File: src/hdl/quaternion_to_euler_core_assert.svh
// ---------------------------------------------------------------------------
// quaternion_to_euler_core assertion macros
// simulation-only checks, empty bodies for synthesis
// ---------------------------------------------------------------------------
`ifndef QUATERNION_TO_EULER_CORE_ASSERT_SVH
`define QUATERNION_TO_EULER_CORE_ASSERT_SVH
`ifndef SYNTHESIS
// antecedent implies consequent in the same cycle
`define Q2E_ASSERT_IMP(lbl, ante, cons) \
    lbl: assert property (@(posedge clk) disable iff (!rst_n) (ante) |-> (cons)) \
        else $error("q2e assertion failed");
// antecedent implies consequent in the next cycle
`define Q2E_ASSERT_NXT(lbl, ante, cons) \
    lbl: assert property (@(posedge clk) disable iff (!rst_n) (ante) |=> (cons)) \
        else $error("q2e assertion failed");
`else
`define Q2E_ASSERT_IMP(lbl, ante, cons)
`define Q2E_ASSERT_NXT(lbl, ante, cons)
`endif
`endif

File: src/hdl/q2e_pkg.sv
`timescale 1ns / 1ps
// ---------------------------------------------------------------------------
// q2e_pkg
// shared constants, widths and the arctangent table
// ---------------------------------------------------------------------------
package q2e_pkg;

    localparam int FRACTION_BITS = 14;
    localparam int CORDIC_STAGES = 16;

    // operand width of sums and cordic inputs
    localparam int DW = 36;
    // root argument width and number of root stages
    localparam int SQ_W      = 34;
    localparam int SQ_STAGES = SQ_W / 2;
    // cordic datapath widths
    localparam int CW = 34;
    localparam int ZW = 33;
    // cordic latency: three preparation stages, iterations, result stage
    localparam int CORDIC_LAT = CORDIC_STAGES + 4;
    // whole pipeline: products, sums, roots, cordic, output register
    localparam int PIPE_LAT = 2 + SQ_STAGES + CORDIC_LAT + 1;

    localparam logic signed [DW-1:0] ONE = DW'(64'sd1 <<< (2 * FRACTION_BITS));
    localparam logic signed [ZW-1:0] QUARTER_TURN = 33'sd589824000;

    // atan(2^-i) in centidegrees times 2^16
    function automatic logic signed [ZW-1:0] atan_lut(input logic [4:0] idx);
        logic signed [ZW-1:0] r;
        case (idx)
            5'd0:  r = 33'sd294912000;
            5'd1:  r = 33'sd174096719;
            5'd2:  r = 33'sd91987925;
            5'd3:  r = 33'sd46694507;
            5'd4:  r = 33'sd23437865;
            5'd5:  r = 33'sd11730358;
            5'd6:  r = 33'sd5866610;
            5'd7:  r = 33'sd2933483;
            5'd8:  r = 33'sd1466764;
            5'd9:  r = 33'sd733385;
            5'd10: r = 33'sd366693;
            5'd11: r = 33'sd183346;
            5'd12: r = 33'sd91673;
            5'd13: r = 33'sd45837;
            5'd14: r = 33'sd22918;
            5'd15: r = 33'sd11459;
            5'd16: r = 33'sd5730;
            5'd17: r = 33'sd2865;
            5'd18: r = 33'sd1432;
            5'd19: r = 33'sd716;
            5'd20: r = 33'sd358;
            5'd21: r = 33'sd179;
            5'd22: r = 33'sd90;
            5'd23: r = 33'sd45;
            default: r = '0;
        endcase
        return r;
    endfunction

endpackage

File: src/hdl/q2e_isqrt.sv
`timescale 1ns / 1ps
// ---------------------------------------------------------------------------
// q2e_isqrt
// pipelined floor square root, one result bit per stage
// ---------------------------------------------------------------------------
module q2e_isqrt
(
    input  logic                                 clk,
    input  logic                                 en,
    input  logic [q2e_pkg::SQ_W-1:0]             din,
    output logic [q2e_pkg::SQ_STAGES-1:0]        root
);

    logic [q2e_pkg::SQ_W-1:0] rem_reg [q2e_pkg::SQ_STAGES];
    logic [q2e_pkg::SQ_W-1:0] res_reg [q2e_pkg::SQ_STAGES];

    for (genvar k = 0; k < q2e_pkg::SQ_STAGES; k++) begin : g_stage
        logic [q2e_pkg::SQ_W-1:0] rem_in, res_in, trial, rem_next, res_next;
        localparam logic [q2e_pkg::SQ_W-1:0] BIT =
            q2e_pkg::SQ_W'(1) << (q2e_pkg::SQ_W - 2 - 2 * k);

        if (k == 0) begin : g_first
            assign rem_in = din;
            assign res_in = '0;
        end
        else begin : g_rest
            assign rem_in = rem_reg[k-1];
            assign res_in = res_reg[k-1];
        end

        always_comb
        begin
            trial = res_in + BIT;
            if (rem_in >= trial)
            begin
                rem_next = rem_in - trial;
                res_next = (res_in >> 1) + BIT;
            end
            else
            begin
                rem_next = rem_in;
                res_next = res_in >> 1;
            end
        end

        always_ff @(posedge clk)
        begin
            if (en)
            begin
                rem_reg[k] <= rem_next;
                res_reg[k] <= res_next;
            end
        end
    end

    assign root = res_reg[q2e_pkg::SQ_STAGES-1][q2e_pkg::SQ_STAGES-1:0];

endmodule

File: config.mk
export PLATFORM = sky130hd
export DESIGN_NAME = q2e_isqrt
export DESIGN_NICKNAME = d
export VERILOG_FILES = /design/src/hdl/quaternion_to_euler_core_assert.svh /design/src/hdl/q2e_pkg.sv /design/src/hdl/q2e_isqrt.sv
export SDC_FILE = /design/constraint.sdc
export NUM_CORES = 1
export LEC_CHECK = 0
export BUFFER_PORTS_ARGS = -buffer_cell sky130_fd_sc_hd__buf_2
export CORE_UTILIZATION = 40
export CTS_CLUSTER_DIAMETER = 200
export DETAILED_ROUTE_END_ITERATION = 8
export HOLD_SLACK_MARGIN = 0.06
export PLACE_DENSITY = 0.65
export SYNTH_ARGS = -nofsm -noshare
export SYNTH_HDL_FRONTEND = slang
export SYNTH_SLANG_ARGS = --single-unit
File: constraint.sdc
create_clock -name clk -period 8.04 [get_ports clk]
set_input_delay 0.804 -clock clk [delete_from_list [all_inputs] [get_ports clk]]
set_output_delay 0.804 -clock clk [all_outputs]
set_load 0.02 [all_outputs]
==> results.cfg <==
[setup_path]
startpoint = res_reg[0][230]
crit_path_max_fanout = 16
endpoint = rem_reg[0][267]
critPathLaunchType = flip-flop
r2r_slack_ps = 3850
crit_path_end_kind = flip-flop
r2r_start = res_reg[0][230]
r2r_end = rem_reg[0][267]
reg2reg_depth = 10
critical_path_class = reg -> reg
arrival_ps = 4540
critPathRequiredTime_ps = 8390

[cells_and_area]
multi_input_area_mm2 = 0.0109
synthToLayoutAreaGrowth_pct = 12.3
regArea_mm2 = 0.0209
fin_nets = 2835
n_antenna_cell = 0
fillers = 7060
largest_reg_flops = 544
drive_above_1_share = 0.0766

[logic_synthesis]
async_reset_ff_frac = 0
synth_top_area_frac = 0.640
ys_warn_count = 0
synth_cells = 2541
synth_area_leader_cell = edfxtp_1
synthFlopType = edfxtp_1
synth-edff-count = 697
netlist_top_cells_area = edfxtp_1 64%, ha_1 6.3%, xor2_1 3.0%
synth_area_mm2 = 0.0327
seq_area_frac_synth = 0.640
ys_ff_latch = 697
synthesis.nets = 2743
ys_types = 66
avgSynthCellArea_um2 = 12.9

[timing]
setup_tns_ps = 0
post-route-min-period_ps = 4190
slew_viol_final = 0
worstMarginPinSlew_ps = 1130
finalHoldViolations = 0
setup_viol = 0
period_share = 0.521
holdWs_ps = 340
slew_headroom = 0.238
max_freq_mhz = 239
rsz0062_at_grt = false
clock_skew_ps = 31.8

[route]
wl_per_cell_um = 16.5
ant_nets = 0
vias = 19600
first_pass_iters = 7
drt-total-wl_um = 61900
viasPerCell = 5.23
drtIter0Drc = 1100
drcViolationCount = 0

[placed_design]
gp_congestion = 0.979
place_hpwl_um = 44800
port_buffers = 52

[clock_tree]
ctsRootBufferMaster = clkbuf_16
clkLatencyLatePin_ps = 640
cts.sinks = 697
post_cts_buffers = 0
clk_pin_slew_worst_paths_ps = 60
cts_buffers = 74
hold_buffers = 0
cts_resized = 0
cts_tree = done
htree_num_levels = 3
cts_buffer_depth = 3

[power_and_ir_drop]
netSwitchingFraction = 0.267
p_seq_frac = 0.498
power_mw = 9.83
switchingPower_mw = 2.62
powerDensity_mw_per_mm2 = 268
intPower_mw = 7.21
clock_power_share = 0.343
peakVddDrop_mv = 0.190
comb_power_share = 0.160
p_leak_nw = 13.6

[global_route]
grt_pass1_vias = 20000
antenna_found_initial = 0
grt_pass1_wl_um = 99500
grt.total_usage = 0.150
grt_start_max_net_pins = 187
grt-ovfl-total = 0

[flow_run]
maxCapViolCount = 0

[floorplanning]
die-area_mm2 = 0.0830
core-area_mm2 = 0.0808
die_x_um = 288
initial_core_util = 0.405
die_height_um = 288
rows = 104
ios = 53

[worst_hold_path]
hold_class = in -> reg

[outcome]
status = complete, no violations
## cell type report
cell class,count,share of cell area
clock inverters,48,0.0154
clock buffers,83,0.0513
flip-flops and latches,697,0.570
repair buffers,62,0.0104
well taps,1060,0.0361
inverters,204,0.0208
multi-input cells,1594,0.296
## power groups by stage
stage	sequential, mW	clock [mW]	combinational, mW
after detailed placement	4.96	0	1.56
after global placement	4.95	0	1.50
after floorplan	4.83	0	1.19
after CTS	4.89	3.46	1.56
final	4.89	3.37	1.57
after global routing	4.94	3.58	1.76
## placed cells by master (no fill, tap or decap), types with 29 or more instances in the layout
master,instances
a21o_1,29
a21oi_1,124
buf_2,51
clkbuf_16,74
edfxtp_1,697
ha_1,166
inv_1,204
nand2_1,180
nand2b_1,39
nand3_1,37
nand4_1,39
nor2_1,123
nor2b_1,31
nor3_1,81
nor4_1,80
o21a_1,30
o21ai_0,148
xnor2_1,110
xor2_1,111
## critical path, stage by stage, from the launching register on
cell      delay, ps
edfxtp_1        430
inv_1            60
ha_1            320
inv_1            60
nor3_1          540
nand4_1         370
o311ai_0        540
o21bai_1        570
o221ai_1        450
nor4_1          420
xor2_1          130
## synthesized netlist by cell type (all sizes together), types with 17 or more instances
library cell,number
nor2,123
nor3,81
nand3,37
inv,204
nor4,82
or4,17
o31ai,18
nand4,39
edfxtp,697
a21oi,126
o21ai,152
or3,24
nand2,180
o21a,30
ha,166
a21o,29
xnor2,110
nor2b,31
nand2b,39
xor2,111
clkbuf,40
## how the worst min path moves through the flow
stage          cells past startpoint  slack [ps]       startpoint         endpoint
2_1_floorplan                      0         420  rem_reg[0][136]  rem_reg[0][170]
3_3_place_gp                       0         430  rem_reg[0][204]  rem_reg[0][238]
3_5_place_dp                       0         430  res_reg[0][357]  res_reg[0][390]
4_1_cts                            1         300          din[17]   rem_reg[0][17]
5_1_grt                            1         310           din[6]    rem_reg[0][6]
6_report                           1         340          din[13]   rem_reg[0][13]
## through the flow
step                std cells   util  setup WS [ps]  area, µm²
floorplan                2541      -           4940      32700
global route             3748  0.455           3420      36700
finish                   3748  0.455           3850      36700
CTS                      3748  0.455           3750      36700
global placement         3617  0.424           3920      34300
detailed placement       3617  0.424           3840      34300
## routing by layer
metal  track usage  up-vias  part of all wire
met5             0        -                 0
met4        0.0687        0             0.036
met3        0.0233      136             0.032
met2         0.293      422              0.55
met1         0.154     9359              0.39
li1              -     9683                 -
## cell families (layout without fill, tap and decap cells)
kind of cell / after synthesis / after routing / synth area share
AO/OA/AOI/OAI: 459 / 459 / 0.0864
XOR/XNOR: 221 / 221 / 0.0591
adder cells (fa/ha/maj): 166 / 166 / 0.0635
buffers and inverters: 250 / 397 / 0.0291
flip-flops: 697 / 697 / 0.640
multiplexers: 20 / 20 / 0.00665
AND/OR/NAND/NOR: 728 / 728 / 0.116
Note: power is estimated with default switching activity, not from simulation.
